[src/rtl/csd_pkg.sv]
package csd_pkg;

  // fixed field widths
  localparam int CylW     = 16;
  localparam int SizeW    = 17;
  localparam int MoveW    = 18;
  localparam int CfgIdxW  = 2;
  localparam int CfgDataW = 17;

  // configuration register indexes
  localparam logic [CfgIdxW-1:0] CFG_DISK_SIZE   = 2'd0;
  localparam logic [CfgIdxW-1:0] CFG_START_HEAD  = 2'd1;
  localparam logic [CfgIdxW-1:0] CFG_SWEEP_RIGHT = 2'd2;

  // result kinds
  localparam logic KIND_SERVED  = 1'b0;
  localparam logic KIND_SUMMARY = 1'b1;

  typedef enum logic [3:0] {
    ST_LOAD,
    ST_START,
    ST_SCAN,
    ST_DRAIN,
    ST_DECIDE,
    ST_SWEEP_A,
    ST_SWEEP_B,
    ST_EMIT,
    ST_SUMMARY
  } csd_state_t;

  // controller to datapath
  typedef struct packed {
    logic take_req;
    logic start;
    logic scan_step;
    logic sweep_a;
    logic sweep_b;
    logic emit;
    logic summary;
  } csd_cmd_t;

  // datapath to controller
  typedef struct packed {
    logic in_valid;
    logic in_last;
    logic scan_last;
    logic best_cls;
    logic swept;
    logic emitted_all;
    logic emit_last;
    logic out_free;
  } csd_stat_t;

endpackage

[src/rtl/csd_ctrl.sv]
module csd_ctrl import csd_pkg::*; (
  input  logic      clk,
  input  logic      rst_n,
  input  csd_stat_t stat,
  output csd_cmd_t  cmd
);

  csd_state_t state_r, state_nxt;

  // state register
  always_ff @(posedge clk) begin
    if (!rst_n) begin
      state_r <= ST_LOAD;
    end else begin
      state_r <= state_nxt;
    end
  end

  // next state
  always_comb begin
    state_nxt = state_r;
    case (state_r)
      ST_LOAD: begin
        if (stat.in_valid && stat.in_last) state_nxt = ST_START;
      end
      ST_START: state_nxt = ST_SCAN;
      ST_SCAN: begin
        if (stat.scan_last) state_nxt = ST_DRAIN;
      end
      ST_DRAIN: state_nxt = ST_DECIDE;
      ST_DECIDE: begin
        if (stat.best_cls && !stat.swept) state_nxt = ST_SWEEP_A;
        else state_nxt = ST_EMIT;
      end
      ST_SWEEP_A: state_nxt = ST_SWEEP_B;
      ST_SWEEP_B: begin
        if (stat.emitted_all) state_nxt = ST_SUMMARY;
        else state_nxt = ST_EMIT;
      end
      ST_EMIT: begin
        if (stat.out_free) begin
          if (!stat.emit_last) state_nxt = ST_SCAN;
          else if (stat.swept) state_nxt = ST_SUMMARY;
          else state_nxt = ST_SWEEP_A;
        end
      end
      ST_SUMMARY: begin
        if (stat.out_free) state_nxt = ST_LOAD;
      end
      default: state_nxt = ST_LOAD;
    endcase
  end

  // commands
  always_comb begin
    cmd = '0;
    case (state_r)
      ST_LOAD:    cmd.take_req  = 1'b1;
      ST_START:   cmd.start     = 1'b1;
      ST_SCAN:    cmd.scan_step = 1'b1;
      ST_SWEEP_A: cmd.sweep_a   = 1'b1;
      ST_SWEEP_B: cmd.sweep_b   = 1'b1;
      ST_EMIT:    cmd.emit      = stat.out_free;
      ST_SUMMARY: cmd.summary   = stat.out_free;
      default:    cmd = '0;
    endcase
  end

endmodule

[config.mk]
export PLATFORM = sky130hd
export DESIGN_NAME = csd_ctrl
export DESIGN_NICKNAME = d
export VERILOG_FILES = /design/src/rtl/csd_pkg.sv /design/src/rtl/csd_ctrl.sv
export SDC_FILE = /design/constraint.sdc
export NUM_CORES = 1
export LEC_CHECK = 0
export BUFFER_PORTS_ARGS = -buffer_cell sky130_fd_sc_hd__buf_2
export CORE_AREA = 2 2 39 41
export DETAILED_ROUTE_END_ITERATION = 8
export DIE_AREA = 0 0 41 43
export HOLD_SLACK_MARGIN = 0.1
export MAX_ROUTING_LAYER = met4
export PLACE_DENSITY = 0.53
export SYNTH_ARGS = -nofsm -noshare
export SYNTH_HDL_FRONTEND = slang
export SYNTH_SLANG_ARGS = --single-unit
[constraint.sdc]
create_clock -name clk -period 1.75 [get_ports clk]
set_input_delay 0 -clock clk [delete_from_list [all_inputs] [get_ports clk]]
set_output_delay 0 -clock clk [all_outputs]
set_load 0.02 [all_outputs]
=== Word level (Yosys, flattened, before mapping) ===
Index checks and enable logic that the tools add are counted.

* Logic and storage cells: 34
* Output and inout bits: 7
* Bits in registers: 4
* Input port bits: 10

* Mux-type cells: 16
* Reduce and logical (&&, ||, !) cells: 5
* Eq/ne operators: 12

{| class="wikitable"
|+ Operators by type and width
! cell !! number
|-
| 4-bit one-hot mux with 9 select lines || 1
|-
| 4-bit 2-to-1 mux || 7
|-
| 4-bit by 3-bit equality test with 1-bit output, second input constant || 4
|-
| 4-bit by 2-bit equality test with 1-bit output, second input constant || 2
|-
| 2-bit inequality test, second input constant || 4
|-
| 1-bit 2-to-1 mux || 7
|-
| 4-bit by 1-bit equality test with 1-bit output, second input constant || 1
|-
| 4-bit equality test, second input constant || 1
|-
| 4-bit zero test || 1
|-
| 4-bit AND reduction || 1
|-
| 1-bit logical AND || 2
|-
| 2-bit 2-to-1 mux || 1
|-
| 1-bit zero test || 1
|}

=== Logic depth before layout (Yosys ltp) ===
* Depth after elaboration: 4
* Mapped depth: 5
* Depth with buffers taken out: 4

=== Worst setup path before layout ===
Ideal clock, no wire load.

* Path kind: register to output
* Start point: register state_r[0]
* End point: output port cmd[6] in the netlist's numbering
* Data required time: 1.750 ns
* Arrival time: 1.178 ns
* Cell stages (with the launch flop): 3
* Setup slack: 0.572 ns
* Cell sequence: dfxtp_1 buf_2 nor4_1

{| class="wikitable"
|+ RTL lines
! element !! RTL line !! source
|-
| from (decl) || csd_ctrl.sv:8 || <nowiki>csd_state_t state_r, state_nxt;</nowiki>
|-
| from (signal assigned) || csd_ctrl.sv:15 || <nowiki>state_r <= state_nxt;</nowiki>
|-
| to (decl) || csd_ctrl.sv:5 || <nowiki>output csd_cmd_t cmd</nowiki>
|}

=== Worst setup path after layout ===
* Start point: register state_r[2]
* End point: register state_r[0]

* Cells in the longest elaborated chain, start to end: 3
* Elaborated cells between the ends (all ways): 15

{| class="wikitable"
|+ RTL lines
! element !! RTL line !! source
|-
| 4-bit by 2-bit equality test with 1-bit output (tied with other cells) || csd_ctrl.sv:22 || <nowiki>case (state_r)</nowiki>
|-
| 2-bit inequality test (no line) || -- ||
|-
| 4-bit AND reduction (no line) || -- ||
|}

Parallel ways exist; a longest one is shown, timed or not.
A chain may end at the register's enable or synchronous reset.

==> results_dict.tcl <==
set metrics [dict create \
    outcome "finished clean" \
    die_area_um2 1760 \
    clk_path_buf_depth 2 \
    io_buffers 16 \
    cts_resized 0 \
    worstSetupEndpoint "state_r[0]" \
    synth_top_family_by_area "simple AND/OR/NAND/NOR gates" \
    crit_chain "nand2b_1, or3_1, a21boi_1" \
    ys_seq_area_frac 0.214 \
    wire_per_inst_um 10.4 \
    fin_worst_skew_ns 0.00344 \
    fin_nets 79 \
    routabilityCongestion 0.800 \
    peakVddDrop_v 0.000503 \
    syn2layout_area_growth_pct 29.1 \
    grt_pass1_vias 357 \
    die_h_um 43 \
    worstSetupStartpoint "state_r[2]" \
    r2r_setup_slack_ns 0.36 \
    netlist_area_um2 374 \
    worstRegToRegCells 3 \
    cts_tree "yes" \
    cts.reportedPaths.clkPinSlew_ns 0.04 \
    final_area_um2 483 \
    drtIter0Drc 2 \
    die_w_um 41 \
    top_regs "state_r (4)" \
    synth-simple-area-share 0.421 \
    cts_htree_levels 1 \
    avgSynthCellArea_um2 7.48 \
    fin_util 0.349 \
    core_area_um2 1380 \
    num_vias 413 \
    power_w 0.000335 \
    finalSetupTns_ns 0 \
    grt_max_degree 16 \
    clockRootBuffer "clkbuf_4" \
    worst_pin_slew_ns 0.421 \
    drcViolationCount 0 \
    ys.warnings.count 0 \
    slowest_stage "dfxtp_1" \
    synth_cell_types 26 \
    start_util 0.270 \
    detail-route-antenna-nets 0 \
    crit_path_max_incr_delay_ns 0.57 \
    antenna_found_initial 0 \
    fin_crit_sh 0.796 \
    fmax_mhz 718 \
    rsz0062_at_grt "no" \
    synthAdderAreaFrac 0 \
    min_path_type "input pin to register" \
    top_register "state_r" \
    place_area_um2 450 \
    synth_compound_area_frac 0.271 \
    power_leakage_nw 0.220 \
    via_per_inst 4.98 \
    numCtsBuffers 3 \
    ctsHoldBuffers 1 \
    slew_viol_final 0 \
    use_met2 0.169 \
    cap_violations 0 \
    finalSetupViolCount 0 \
    dp_hpwl_um 681 \
    use_met3 0.0942 \
    worstPathMaxFanout 15 \
    wl_um 864 \
    post-cts-setup-buffer-count 0 \
    relSlewSlack 0.719 \
    cellPowerDensity_nw_per_um2 694 \
    synth_xor_area_frac 0 \
    drive_above_1_share 0.313 \
    hold_viol 0 \
    cp.required_ns 1.91 \
    antenna_cells 0 \
    critical_path_class "register to register" \
    io_pins 17 \
    syn_nets 60 \
    clkSinkCount 4 \
    cp-start-kind "register" \
    overflow 0 \
    top_usage_layer "met2" \
    num_rows 14 \
    largest_reg_flops 4 \
    syn_inst 50 \
    cp-end-kind "register" \
    drtPass1Iterations 4 \
    min_period_ns 1.39 \
    r2r_end "state_r[0]" \
    r2r-start "state_r[2]" \
    cp.arrival_ns 1.55 \
    clk_latency_ns 0.23 \
    grt_use_total 0.122 \
    yosys_register_bits 4 \
    grt_pass1_wl_mm 1.40 \
    grtUsageMet1 0.151 \
    synthMuxAreaShare 0 \
]
-- worst max-delay path, delay by kind of cell (launching register included) --
kind | cells | cell delay [ns]
AO/OA/AOI/OAI | 1 | 0.14
flip-flops | 1 | 0.57
AND/OR/NAND/NOR | 2 | 0.61
-- metrics by stage --
step                hold slack [ns]  std cells  worst slack (ns)
detailed placement            0.262         79             0.363
CTS                           0.140         83             0.350
global route                  0.157         83             0.201
finish                        0.138         83             0.357
global placement              0.268         79             0.350
floorplan                     0.128         50             0.572
-- synth_stat cells --
master / count / area (um^2)
and3_1: 1 / 6.26
buf_4: 1 / 7.51
nor4_1: 1 / 6.26
buf_2: 1 / 5.00
buf_6: 1 / 11.3
a221oi_2: 1 / 15.0
and2_1: 1 / 6.26
dfxtp_1: 4 / 80.1
a221o_1: 1 / 10.0
a31oi_1: 1 / 6.26
nand2b_1: 4 / 25.0
nor2b_1: 2 / 12.5
a211oi_1: 1 / 7.51
nor3_1: 4 / 20.0
nor2_1: 3 / 11.3
nand3_1: 1 / 5.00
and4b_1: 2 / 20.0
o21ai_0: 1 / 5.00
a21oi_1: 3 / 15.0
or3_1: 1 / 6.26
a21boi_1: 3 / 22.5
nand2_1: 3 / 11.3
nand3b_4: 1 / 20.0
nand3b_1: 1 / 7.51
inv_1: 3 / 11.3
o21ai_1: 4 / 20.0
-- power breakdown --
part | switching [W] | internal (W)
sequential | 0.0000184 | 0.0000985
clock | 0.0000363 | 0.0000766
combinational | 0.0000532 | 0.0000522
-- cell usage in the layout (no fill, tap or decap), drive strengths merged, types with 2 or more instances in the layout --
cell / n
a21boi: 3
nand3b: 2
nor2: 3
dfxtp: 4
clkbuf: 3
nand2b: 4
nand2: 3
nor3: 4
buf: 16
and4b: 2
o21ai: 5
a21oi: 3
nor2b: 2
inv: 3
-- routing by layer --
metal	vias up	share of wire
met5	-	0
met4	0	0
met3	0	0.097
met2	12	0.46
met1	186	0.44
li1	215	-
-- cell families (layout without fill, tap and decap cells) --
kind of cell,after synthesis,in the layout
flops,4,4
compound gates,15,15
buf+inv,6,23
simple gates,25,25
-- worst min path at each step --
stage,start,end,slack (ns),cells after the start
after floorplan,rst_n,state_r[3],0.13,1
after global placement,rst_n,state_r[3],0.27,2
after detailed placement,rst_n,state_r[3],0.26,2
after CTS,stat[0],state_r[1],0.14,3
after global routing,stat[0],state_r[1],0.16,3
final,stat[0],state_r[1],0.14,3
-- final cells by class --
cell class              instances  area [um^2]
fillers                       163          901
multi-input cells              40          259
repair buffers                 17         90.1
flip-flops and latches          4         80.1
clock buffers                   3         22.5
well taps                      16         20.0
inverters                       3         11.3
No activity file was read; power rests on OpenSTA's default activity.
