File: config.mk
export PLATFORM = sky130hd
export DESIGN_NAME = csd_dp
export DESIGN_NICKNAME = d
export VERILOG_FILES = /design/src/rtl/csd_pkg.sv /design/src/rtl/csd_dp.sv
export SDC_FILE = /design/constraint.sdc
export NUM_CORES = 1
export LEC_CHECK = 0
export CORE_MARGIN = 5
export CORE_UTILIZATION = 30
export DETAILED_ROUTE_END_ITERATION = 12
export DONT_BUFFER_PORTS = 1
export HOLD_SLACK_MARGIN = 0.08
export SETUP_SLACK_MARGIN = 0.05
export SLEW_MARGIN = 20
export SYNTH_ARGS = -nofsm -noshare
export SYNTH_HDL_FRONTEND = slang
export SYNTH_SLANG_ARGS = --single-unit
File: constraint.sdc
create_clock -name clk -period 6.1 [get_ports clk]
set_input_delay 1.22 -clock clk [delete_from_list [all_inputs] [get_ports clk]]
set_output_delay 1.22 -clock clk [all_outputs]
set_load 0.02 [all_outputs]
File: src/rtl/csd_pkg.sv
package csd_pkg;

  // fixed field widths
  localparam int CylW     = 16;
  localparam int SizeW    = 17;
  localparam int MoveW    = 18;
  localparam int CfgIdxW  = 2;
  localparam int CfgDataW = 17;

  // configuration register indexes
  localparam logic [CfgIdxW-1:0] CFG_DISK_SIZE   = 2'd0;
  localparam logic [CfgIdxW-1:0] CFG_START_HEAD  = 2'd1;
  localparam logic [CfgIdxW-1:0] CFG_SWEEP_RIGHT = 2'd2;

  // result kinds
  localparam logic KIND_SERVED  = 1'b0;
  localparam logic KIND_SUMMARY = 1'b1;

  typedef enum logic [3:0] {
    ST_LOAD,
    ST_START,
    ST_SCAN,
    ST_DRAIN,
    ST_DECIDE,
    ST_SWEEP_A,
    ST_SWEEP_B,
    ST_EMIT,
    ST_SUMMARY
  } csd_state_t;

  // controller to datapath
  typedef struct packed {
    logic take_req;
    logic start;
    logic scan_step;
    logic sweep_a;
    logic sweep_b;
    logic emit;
    logic summary;
  } csd_cmd_t;

  // datapath to controller
  typedef struct packed {
    logic in_valid;
    logic in_last;
    logic scan_last;
    logic best_cls;
    logic swept;
    logic emitted_all;
    logic emit_last;
    logic out_free;
  } csd_stat_t;

endpackage

File: src/rtl/csd_dp.sv
module csd_dp import csd_pkg::*; #(
  parameter int MAX_REQUESTS  = 32,
  parameter int CYLINDER_BITS = 16
) (
  input  logic                clk,
  input  logic                rst_n,
  input  csd_cmd_t            cmd,
  output csd_stat_t           stat,
  input  logic                in_valid,
  input  logic [CylW-1:0]     in_cyl,
  input  logic                in_last,
  input  logic                cfg_valid,
  input  logic [CfgIdxW-1:0]  cfg_index,
  input  logic [CfgDataW-1:0] cfg_data,
  input  logic                out_ready,
  output logic                out_valid,
  output logic                out_kind,
  output logic [CylW-1:0]     out_cyl,
  output logic [MoveW-1:0]    out_move,
  output logic                out_end
);

  localparam int AddrW = (MAX_REQUESTS > 1) ? $clog2(MAX_REQUESTS) : 1;
  localparam int CntW  = $clog2(MAX_REQUESTS + 1);
  localparam int KeyW  = CylW + 1;
  localparam logic [CntW-1:0] CntMax = CntW'(MAX_REQUESTS);
  localparam logic [SizeW-1:0] SizeCap = (CYLINDER_BITS >= SizeW) ?
                                         {SizeW{1'b1}} : (SizeW'(1) << CYLINDER_BITS);
  localparam logic [CylW-1:0] CylMask = (CYLINDER_BITS >= CylW) ?
                                        {CylW{1'b1}} : CylW'((32'd1 << CYLINDER_BITS) - 1);

  // configuration registers
  logic [SizeW-1:0] disk_size_r;
  logic [CylW-1:0]  start_head_r;
  logic             sweep_right_r;

  always_ff @(posedge clk) begin
    if (!rst_n) begin
      disk_size_r   <= SizeW'(200);
      start_head_r  <= '0;
      sweep_right_r <= 1'b1;
    end else if (cfg_valid) begin
      case (cfg_index)
        CFG_DISK_SIZE:   disk_size_r   <= cfg_data;
        CFG_START_HEAD:  start_head_r  <= cfg_data[CylW-1:0];
        CFG_SWEEP_RIGHT: sweep_right_r <= cfg_data[0];
        default: ;
      endcase
    end
  end

  // effective disk size and highest cylinder
  logic [SizeW-1:0] size_eff, top;
  always_comb begin
    size_eff = disk_size_r;
    if (size_eff == '0) size_eff = SizeW'(1);
    if (size_eff > SizeCap) size_eff = SizeCap;
  end
  assign top = size_eff - SizeW'(1);

  // clamp incoming request and start head
  logic [CylW-1:0] cyl_m, cyl_clamp, head_clamp;
  assign cyl_m      = in_cyl & CylMask;
  assign cyl_clamp  = ({1'b0, cyl_m} > top) ? top[CylW-1:0] : cyl_m;
  assign head_clamp = ({1'b0, start_head_r} > top) ? top[CylW-1:0] : start_head_r;

  logic in_fire;
  assign in_fire = cmd.take_req & in_valid;

  // request store and fill count
  logic [CylW-1:0] mem [MAX_REQUESTS];
  logic [CntW-1:0] count_r;
  logic [CntW-1:0] scan_idx_r;
  logic [CylW-1:0] rd_data_r;

  always_ff @(posedge clk) begin
    if (in_fire && (count_r < CntMax)) mem[count_r[AddrW-1:0]] <= cyl_clamp;
    if (cmd.scan_step) rd_data_r <= mem[scan_idx_r[AddrW-1:0]];
  end

  always_ff @(posedge clk) begin
    if (!rst_n) begin
      count_r <= '0;
    end else if (cmd.summary) begin
      count_r <= '0;
    end else if (in_fire && (count_r < CntMax)) begin
      count_r <= count_r + CntW'(1);
    end
  end

  // scan address and read tag
  logic             eval_vld_r;
  logic [AddrW-1:0] eval_idx_r;

  always_ff @(posedge clk) begin
    if (!rst_n) begin
      scan_idx_r <= '0;
      eval_vld_r <= 1'b0;
    end else begin
      eval_vld_r <= cmd.scan_step;
      if (cmd.start || cmd.emit) scan_idx_r <= '0;
      else if (cmd.scan_step) scan_idx_r <= scan_idx_r + CntW'(1);
    end
  end

  always_ff @(posedge clk) begin
    if (cmd.scan_step) eval_idx_r <= scan_idx_r[AddrW-1:0];
  end

  // service order key: phase bit, then cylinder in sweep direction
  logic [CylW-1:0] head_r;
  logic            cls;
  logic [CylW-1:0] kv;
  logic [KeyW-1:0] key;
  logic            have_best_r, have_last_r;
  logic [KeyW-1:0] best_key_r, last_key_r;
  logic [AddrW-1:0] best_idx_r, last_idx_r;
  logic [CylW-1:0] best_val_r;
  logic            after_last, better, take;

  assign cls        = sweep_right_r ? (rd_data_r <= head_r) : (rd_data_r > head_r);
  assign kv         = sweep_right_r ? rd_data_r : ~rd_data_r;
  assign key        = {cls, kv};
  assign after_last = !have_last_r || ({key, eval_idx_r} > {last_key_r, last_idx_r});
  assign better     = !have_best_r || (key < best_key_r);
  assign take       = eval_vld_r && after_last && better;

  // best candidate and last served entry
  always_ff @(posedge clk) begin
    if (!rst_n) begin
      have_best_r <= 1'b0;
      have_last_r <= 1'b0;
    end else begin
      if (cmd.start || cmd.emit) have_best_r <= 1'b0;
      else if (take) have_best_r <= 1'b1;
      if (cmd.start) have_last_r <= 1'b0;
      else if (cmd.emit) have_last_r <= 1'b1;
    end
  end

  always_ff @(posedge clk) begin
    if (take) begin
      best_key_r <= key;
      best_val_r <= rd_data_r;
      best_idx_r <= eval_idx_r;
    end
    if (cmd.emit) begin
      last_key_r <= best_key_r;
      last_idx_r <= best_idx_r;
    end
    if (cmd.start) head_r <= head_clamp;
  end

  // head position and movement
  logic [SizeW-1:0] cur_r;
  logic [MoveW-1:0] move_r;
  logic             swept_r;
  logic [CntW-1:0]  emitted_r;
  logic [SizeW-1:0] best_ext, hop;

  assign best_ext = {1'b0, best_val_r};
  assign hop      = (best_ext > cur_r) ? (best_ext - cur_r) : (cur_r - best_ext);

  always_ff @(posedge clk) begin
    if (!rst_n) begin
      swept_r   <= 1'b0;
      emitted_r <= '0;
    end else if (cmd.start) begin
      swept_r   <= 1'b0;
      emitted_r <= '0;
    end else begin
      if (cmd.sweep_b) swept_r <= 1'b1;
      if (cmd.emit) emitted_r <= emitted_r + CntW'(1);
    end
  end

  always_ff @(posedge clk) begin
    if (cmd.start) begin
      cur_r  <= {1'b0, head_clamp};
      move_r <= '0;
    end else if (cmd.sweep_a) begin
      move_r <= move_r + MoveW'(sweep_right_r ? (top - cur_r) : cur_r);
    end else if (cmd.sweep_b) begin
      move_r <= move_r + MoveW'(top);
      cur_r  <= sweep_right_r ? '0 : top;
    end else if (cmd.emit) begin
      move_r <= move_r + MoveW'(hop);
      cur_r  <= best_ext;
    end
  end

  // result register
  logic             out_valid_r;
  logic             out_kind_r, out_end_r;
  logic [CylW-1:0]  out_cyl_r;
  logic [MoveW-1:0] out_move_r;
  logic             out_free;

  assign out_free = !out_valid_r || out_ready;

  always_ff @(posedge clk) begin
    if (!rst_n) begin
      out_valid_r <= 1'b0;
    end else if (cmd.emit || cmd.summary) begin
      out_valid_r <= 1'b1;
    end else if (out_ready) begin
      out_valid_r <= 1'b0;
    end
  end

  always_ff @(posedge clk) begin
    if (cmd.emit) begin
      out_kind_r <= KIND_SERVED;
      out_cyl_r  <= best_val_r;
      out_move_r <= '0;
      out_end_r  <= 1'b0;
    end else if (cmd.summary) begin
      out_kind_r <= KIND_SUMMARY;
      out_cyl_r  <= '0;
      out_move_r <= move_r;
      out_end_r  <= 1'b1;
    end
  end

  assign out_valid = out_valid_r;
  assign out_kind  = out_kind_r;
  assign out_cyl   = out_cyl_r;
  assign out_move  = out_move_r;
  assign out_end   = out_end_r;

  // status
  assign stat.in_valid    = in_valid;
  assign stat.in_last     = in_last;
  assign stat.scan_last   = (scan_idx_r == (count_r - CntW'(1)));
  assign stat.best_cls    = best_key_r[KeyW-1];
  assign stat.swept       = swept_r;
  assign stat.emitted_all = (emitted_r == count_r);
  assign stat.emit_last   = (emitted_r == (count_r - CntW'(1)));
  assign stat.out_free    = out_free;

`ifndef SYNTHESIS
  a_count_bound: assert property (@(posedge clk) disable iff (!rst_n)
    count_r <= CntMax) else $error("request count above store depth");
  a_emit_has_best: assert property (@(posedge clk) disable iff (!rst_n)
    cmd.emit |-> have_best_r) else $error("emit without a scan candidate");
  a_emit_slot_free: assert property (@(posedge clk) disable iff (!rst_n)
    (cmd.emit || cmd.summary) |-> out_free) else $error("result register overwritten");
  a_summary_swept: assert property (@(posedge clk) disable iff (!rst_n)
    cmd.summary |-> (swept_r && (emitted_r == count_r))) else $error("summary before sweep");
  a_summary_clears: assert property (@(posedge clk) disable iff (!rst_n)
    cmd.summary |=> (count_r == '0)) else $error("batch not cleared after summary");
`endif

endmodule

### After elaboration in Yosys (flattened, before gate mapping)

Memory sizes are Yosys's and may differ from the RTL's. A register that Yosys moved wholly into a read port is not among the register bits.
Index checks and enable logic that the tools add are counted.

* equal/unequal tests: 6
* bitwise operators: 4
* reduce and logical (&&, ||, !) cells: 26
* add/subtract/negate cells: 11
* multiplexer cells: 22
* order comparisons: 9

Operator list (count)
* 16-bit two-way mux: 7
* 17-bit two-way mux: 6
* 18-bit two-way mux: 4
* 16-bit by 17-bit greater-than comparator with 1-bit output: 3
* 18-bit by 17-bit adder with 18-bit output: 2
* 22-bit greater-than comparator: 1
* 18-bit adder: 1
* 6-bit by 1-bit adder with 6-bit output (second input constant): 3
* 6-bit equality test: 3
* 17-bit by 17-bit subtractor with 18-bit output: 1
* 17-bit greater-than comparator (second input constant): 1
* 17-bit zero test: 1
* 17-bit less-than comparator: 1
* 16-bit by 17-bit subtractor with 17-bit output: 1
* 17-bit by 1-bit subtractor with 17-bit output (second input constant): 1
* 17-bit by 16-bit subtractor with 17-bit output: 1
* 16-bit greater-than comparator: 1
* 16-bit less-or-equal comparator: 1
* 16-bit inverter: 1
* 2-bit AND reduction: 5
* 6-bit less-than comparator (second input constant): 1
* 2-bit nonzero test: 3
* 3-bit nonzero test: 2
* 2-bit OR reduction: 3
* other kinds (11): 24

* output and inout port bits: 45
* memories: 1
* word-level logic and storage cells: 103
* bits in writable memories: 512
* input bits: 48
* bits in registers: 208

Memory list
* mem: words 32, width 16, read ports 1, clocked after Yosys merged registers in 1, wr ports 1, line csd_dp.sv:71 `logic [CylW-1:0] mem [MAX_REQUESTS];`

### Logic depth before layout (Yosys ltp)

* word-level depth: 9
* gate-level depth with buffers: 27

### Worst setup path before layout

OpenSTA, ideal clock, no wires.

* path type: register -> register
* start: register disk_size_r[9]
* end: memory mem[0][0], data pin
* data arrival time: 5305 ps
* path slack: 410 ps
* cell stages (with the launch flop): 20
* required time: 5715 ps
* clock period less this slack: 5690 ps
* setup time: 385 ps
* path through: dfxtp_1 -> or3_1 -> nor3_1 -> nand3_1 -> a21o_1 -> ha_1 -> o21a_1 -> o21a_1 -> nand3_1 -> o21ai_0 -> a21oi_1 -> inv_1 -> ha_1 -> nand3_1 -> nor2_1 -> nand4_1 -> o211ai_1 -> nor3b_1 -> buf_2 -> mux2i_1

* cells in the longest elaborated chain, start to end: 7

Ends and longest elaborated chain
* start, declared: line csd_dp.sv:33 `logic [SizeW-1:0] disk_size_r;`
* start signal, assigned: line csd_dp.sv:39 `disk_size_r <= SizeW'(200);`
* start signal, assigned: line csd_dp.sv:44 `CFG_DISK_SIZE: disk_size_r <= cfg_data;`
* 17-bit zero test: line csd_dp.sv:56 `if (size_eff == '0) size_eff = SizeW'(1);`
* 17-bit two-way mux *: line csd_dp.sv:56
* 17-bit greater-than comparator: line csd_dp.sv:57 `if (size_eff > SizeCap) size_eff = SizeCap;`
* 17-bit two-way mux *: line csd_dp.sv:57
* 17-bit by 1-bit subtractor with 17-bit output *: line csd_dp.sv:59 `assign top = size_eff - SizeW'(1);`
* 16-bit by 17-bit greater-than comparator with 1-bit output: line csd_dp.sv:64 `assign cyl_clamp = ({1'b0, cyl_m} > top) ? top[CylW-1:0] : cyl_m;`
* 16-bit two-way mux *: line csd_dp.sv:64
* net cyl_clamp[0]: line csd_dp.sv:62 `logic [CylW-1:0] cyl_m, cyl_clamp, head_clamp;`
* end, declared: line csd_dp.sv:71

The timed path passes the listed nets; every way through them passes the cells marked *.

### Worst setup path after layout

* start: register disk_size_r[12]
* end: register move_r[17]

* cells in the longest elaborated chain, start to end: 9
* elaborated cells on any way between the ends: 11

Ends and longest elaborated chain
* 17-bit zero test: line csd_dp.sv:56
* 17-bit two-way mux *: line csd_dp.sv:56
* 17-bit greater-than comparator: line csd_dp.sv:57
* 17-bit two-way mux *: line csd_dp.sv:57
* 17-bit by 1-bit subtractor with 17-bit output *: line csd_dp.sv:59
* 17-bit by 17-bit subtractor with 18-bit output: line csd_dp.sv:182 `move_r <= move_r + MoveW'(sweep_right_r ? (top - cur_r) : cur_r);`
* 18-bit two-way mux: line csd_dp.sv:182
* 18-bit adder: line csd_dp.sv:182
* 18-bit two-way mux *: line csd_dp.sv:181 `end else if (cmd.sweep_a) begin`
* end signal, assigned: line csd_dp.sv:182
* end signal, assigned: line csd_dp.sv:184 `move_r <= move_r + MoveW'(top);`
* end signal, assigned: line csd_dp.sv:187 `move_r <= move_r + MoveW'(hop);`
* end, declared: line csd_dp.sv:156 `logic [MoveW-1:0] move_r;`

Every way passes the cells marked *; elsewhere a longest branch is shown, timed or not.
A chain may end at the register's enable or synchronous reset.

==> flow_metrics.py <==
metrics = {
    "logic_synthesis": {
        "syn-num-nets": 2564,
        "syn_area_mm2": 0.03436,
        "ys_ff_latch": 736,
        "synth.avg_cell_area_um2": 14.61,
        "ys_seq_area_frac": 0.6156,
        "synth_edf_count": 641,
        "synth_ff_type": "edfxtp_1",
        "synth.distinct_cells": 77,
        "postSynthCellCount": 2352,
        "async_flop_share": 0,
        "yosysWarnings": 0,
    },
    "status": {
        "status": "finished clean",
    },
    "sta": {
        "relSlewSlack": 0.2895,
        "slew_viol_final": 0,
        "rsz0062_at_grt": "no",
        "tns_ns": 0,
        "max_freq_ghz": 0.1773,
        "finalSetupViolCount": 0,
        "worst_pin_slew_ns": 1.065,
        "period_needed_ns": 5.639,
        "post-route-period-util": 0.9244,
        "worst_clock_skew_ns": 0.03625,
        "hold_viol": 0,
    },
    "place": {
        "gp_congestion": 0.9088,
        "io_buffers": 0,
        "dp.cells": 3851,
        "dp_hpwl_um": 60490,
    },
    "grt": {
        "grt_max_degree": 91,
        "gr-max-usage-layer": "met2",
        "grt_overflow": 0,
        "use_met1": 0.2038,
        "grt_use_met3": 0.03696,
        "grt_pass1_wl_um": 133400,
        "grt_pass1_vias": 19820,
        "grt_usage": 0.1454,
        "grt.met2_usage": 0.2281,
        "grt_antenna_before_repair": 14,
    },
    "power_and_ir_drop": {
        "power_leakage_nw": 13.50,
        "p_clk_frac": 0.368,
        "swShare": 0.2638,
        "peakVddDrop_mv": 0.1727,
        "p_int_mw": 8.931,
        "seqPwrFrac": 0.487,
        "switchingPower_mw": 3.200,
        "p_per_area_mw_per_mm2": 310.0,
        "p_comb_frac": 0.144,
    },
    "worst_setup_path": {
        "path_buf_inv": 0,
        "cp.arrival_ns": 6.12,
        "worstPathRequired_ns": 6.59,
        "cp_max_fo": 7,
        "cp-end-kind": "flop",
        "cp_slowest_cell": "or3_1",
        "critPathMostFrequentCell": "nand3_1",
        "cp-start-kind": "flop",
        "crit_family": "simple AND/OR/NAND/NOR gates",
        "slowest_delay_ns": 0.42,
        "critical_path_class": "flop to flop",
    },
    "layout": {
        "multi_input_comb_area_mm2": 0.01243,
        "drive_gt1_frac": 0.1950,
        "area_delta_synth_final_pct": 13.90,
        "final.fill_count": 10950,
        "final_cells": 4012,
        "ff_latch_area_mm2": 0.02116,
        "nets": 2630,
    },
    "floorplanning": {
        "die_y_um": 348.4,
        "die_w_um": 348.4,
        "pin_count": 93,
        "die_area_mm2": 0.1214,
        "initial_core_util": 0.3013,
        "core-area_mm2": 0.1140,
        "fp-row-count": 124,
    },
    "drt": {
        "postRouteAntennaNets": 0,
        "vias": 20110,
        "firstDrtPassIters": 7,
        "viasPerCell": 5.013,
        "drc": 0,
        "drt_iter0_markers": 1737,
        "wl_um": 89930,
        "wl_per_cell_um": 22.42,
    },
    "clocking": {
        "clk_latency_ns": 0.63,
        "cts_root_buf": "clkbuf_16",
        "h-tree-depth": 3,
        "cts_buffers": 77,
        "cts_tree": "done",
        "cts_max_path_buffers": 3,
        "path_clk_slew_ns": 0.07,
        "ctsHoldBuffers": 0,
        "cts.sinks": 736,
    },
    "hold_path": {
        "hold_path_class": "flop to flop",
    },
    "job": {
        "maxCapViolCount": 0,
    },
}
==> power groups by stage <==
stage	sequential [mW]	clock [mW]	combinational [mW]
finish	5.91	4.47	1.75
global route	5.93	4.78	1.95
CTS	5.91	4.57	1.72
detailed placement	6.02	0	1.71
global placement	6.02	0	1.70
floorplan	5.95	0	1.27
==> synth_stat cells, drive strengths merged (16+ instances only) <==
master / count / area (µm²)
dfxtp: 95 / 1902
nand2: 167 / 626.9
nor3: 24 / 125.1
xnor2: 58 / 508.0
mux4: 160 / 3603
o21ai: 54 / 274.0
nand4: 33 / 212.7
clkbuf: 68 / 255.2
edfxtp: 641 / 19250
inv: 128 / 480.5
nor2: 158 / 595.6
and2: 19 / 118.9
a21boi: 38 / 285.3
nor2b: 17 / 106.4
xor2: 26 / 227.7
a21o: 43 / 322.8
nand3: 27 / 135.1
a221oi: 16 / 140.1
mux2i: 45 / 450.4
ha: 160 / 2002
buf: 42 / 201.4
o21a: 31 / 232.7
mux2: 52 / 585.6
a21oi: 94 / 470.5
==> worst paths after layout <==
check,cells past startpoint,to,startpoint,slack [ns]
max reg2reg,26,move_r[17],disk_size_r[12],0.46
max,26,move_r[17],disk_size_r[12],0.46
min,0,last_idx_r[0],best_idx_r[0],0.41
min reg2reg,0,last_idx_r[0],best_idx_r[0],0.41
==> kinds of logic after synthesis <==
logic type | synth area share
XOR/XNOR | 0.02141
flip-flops | 0.6156
multiplexers | 0.1350
AO/OA/AOI/OAI | 0.07196
AND/OR/NAND/NOR | 0.06799
adder cells (fa/ha/maj) | 0.06060
buffers and inverters | 0.02739
==> routing by layer <==
| metal | routed length (µm) | vias up |
|---|---|---|
| met1 | 40670 | 10240 |
| met2 | 40920 | 565 |
| li1 | - | 9192 |
| met4 | 1690 | 10 |
| met3 | 6579 | 108 |
| met5 | 68 | - |
==> through the flow <==
stage | setup WS [ns] | power, mW | utilization | hold WS, ns | cell area, µm²
2_1_floorplan | 0.4095 | 7.222 | - | 0.4003 | 34360
3_3_place_gp | 0.1969 | 7.719 | 0.3213 | 0.4019 | 36640
3_5_place_dp | 0.05319 | 7.727 | 0.3213 | 0.4061 | 36640
4_1_cts | 0.1189 | 12.20 | 0.3423 | 0.4164 | 39030
5_1_grt | 0.05423 | 12.66 | 0.3428 | 0.4268 | 39090
6_report | 0.4613 | 12.13 | 0.3432 | 0.4134 | 39130
==> placed cells by master (no fill, tap or decap), types with 44 or more instances in the layout <==
master     count
a21oi_1       94
buf_4         96
mux4_2       160
mux2_2        50
nor2_1       125
nand2_1      167
dfxtp_1       90
xnor2_1       58
ha_1         159
mux2i_1       44
edfxtp_1     641
clkbuf_16     78
inv_1        127
==> area by class of cell <==
type,count,share of cell area
Sequential cell,736,0.5407
Multi-Input combinational cell,1377,0.3176
Clock buffer,100,0.05199
Tap cell,1512,0.04834
Timing Repair Buffer,97,0.01893
Inverter,129,0.01237
Clock inverter,43,0.008824
Antenna cell,18,0.001151
==> registers in the layout, summed over array words and instances, names as in the netlist, 5 cells and up <==
name	cells
out_cyl	16
last_idx_r	5
emitted_r	6
count_r	6
out_move	18
best_val_r	16
head_r	16
move_r	18
scan_idx_r	6
best_key_r	17
rd_data_r	16
last_key_r	17
cur_r	17
mem	512
eval_idx_r	5
best_idx_r	5
disk_size_r	17
start_head_r	16
==> what timing repair did <==
action | 4_1_cts | 5_1_grt
gates resized for setup | 1 | 15
cloned | 0 | 0
setup endpoints to repair | 1 | 5
buffers inserted | 0 | 0
pin swaps | 0 | 1
Power figures use the tool's default switching activity.
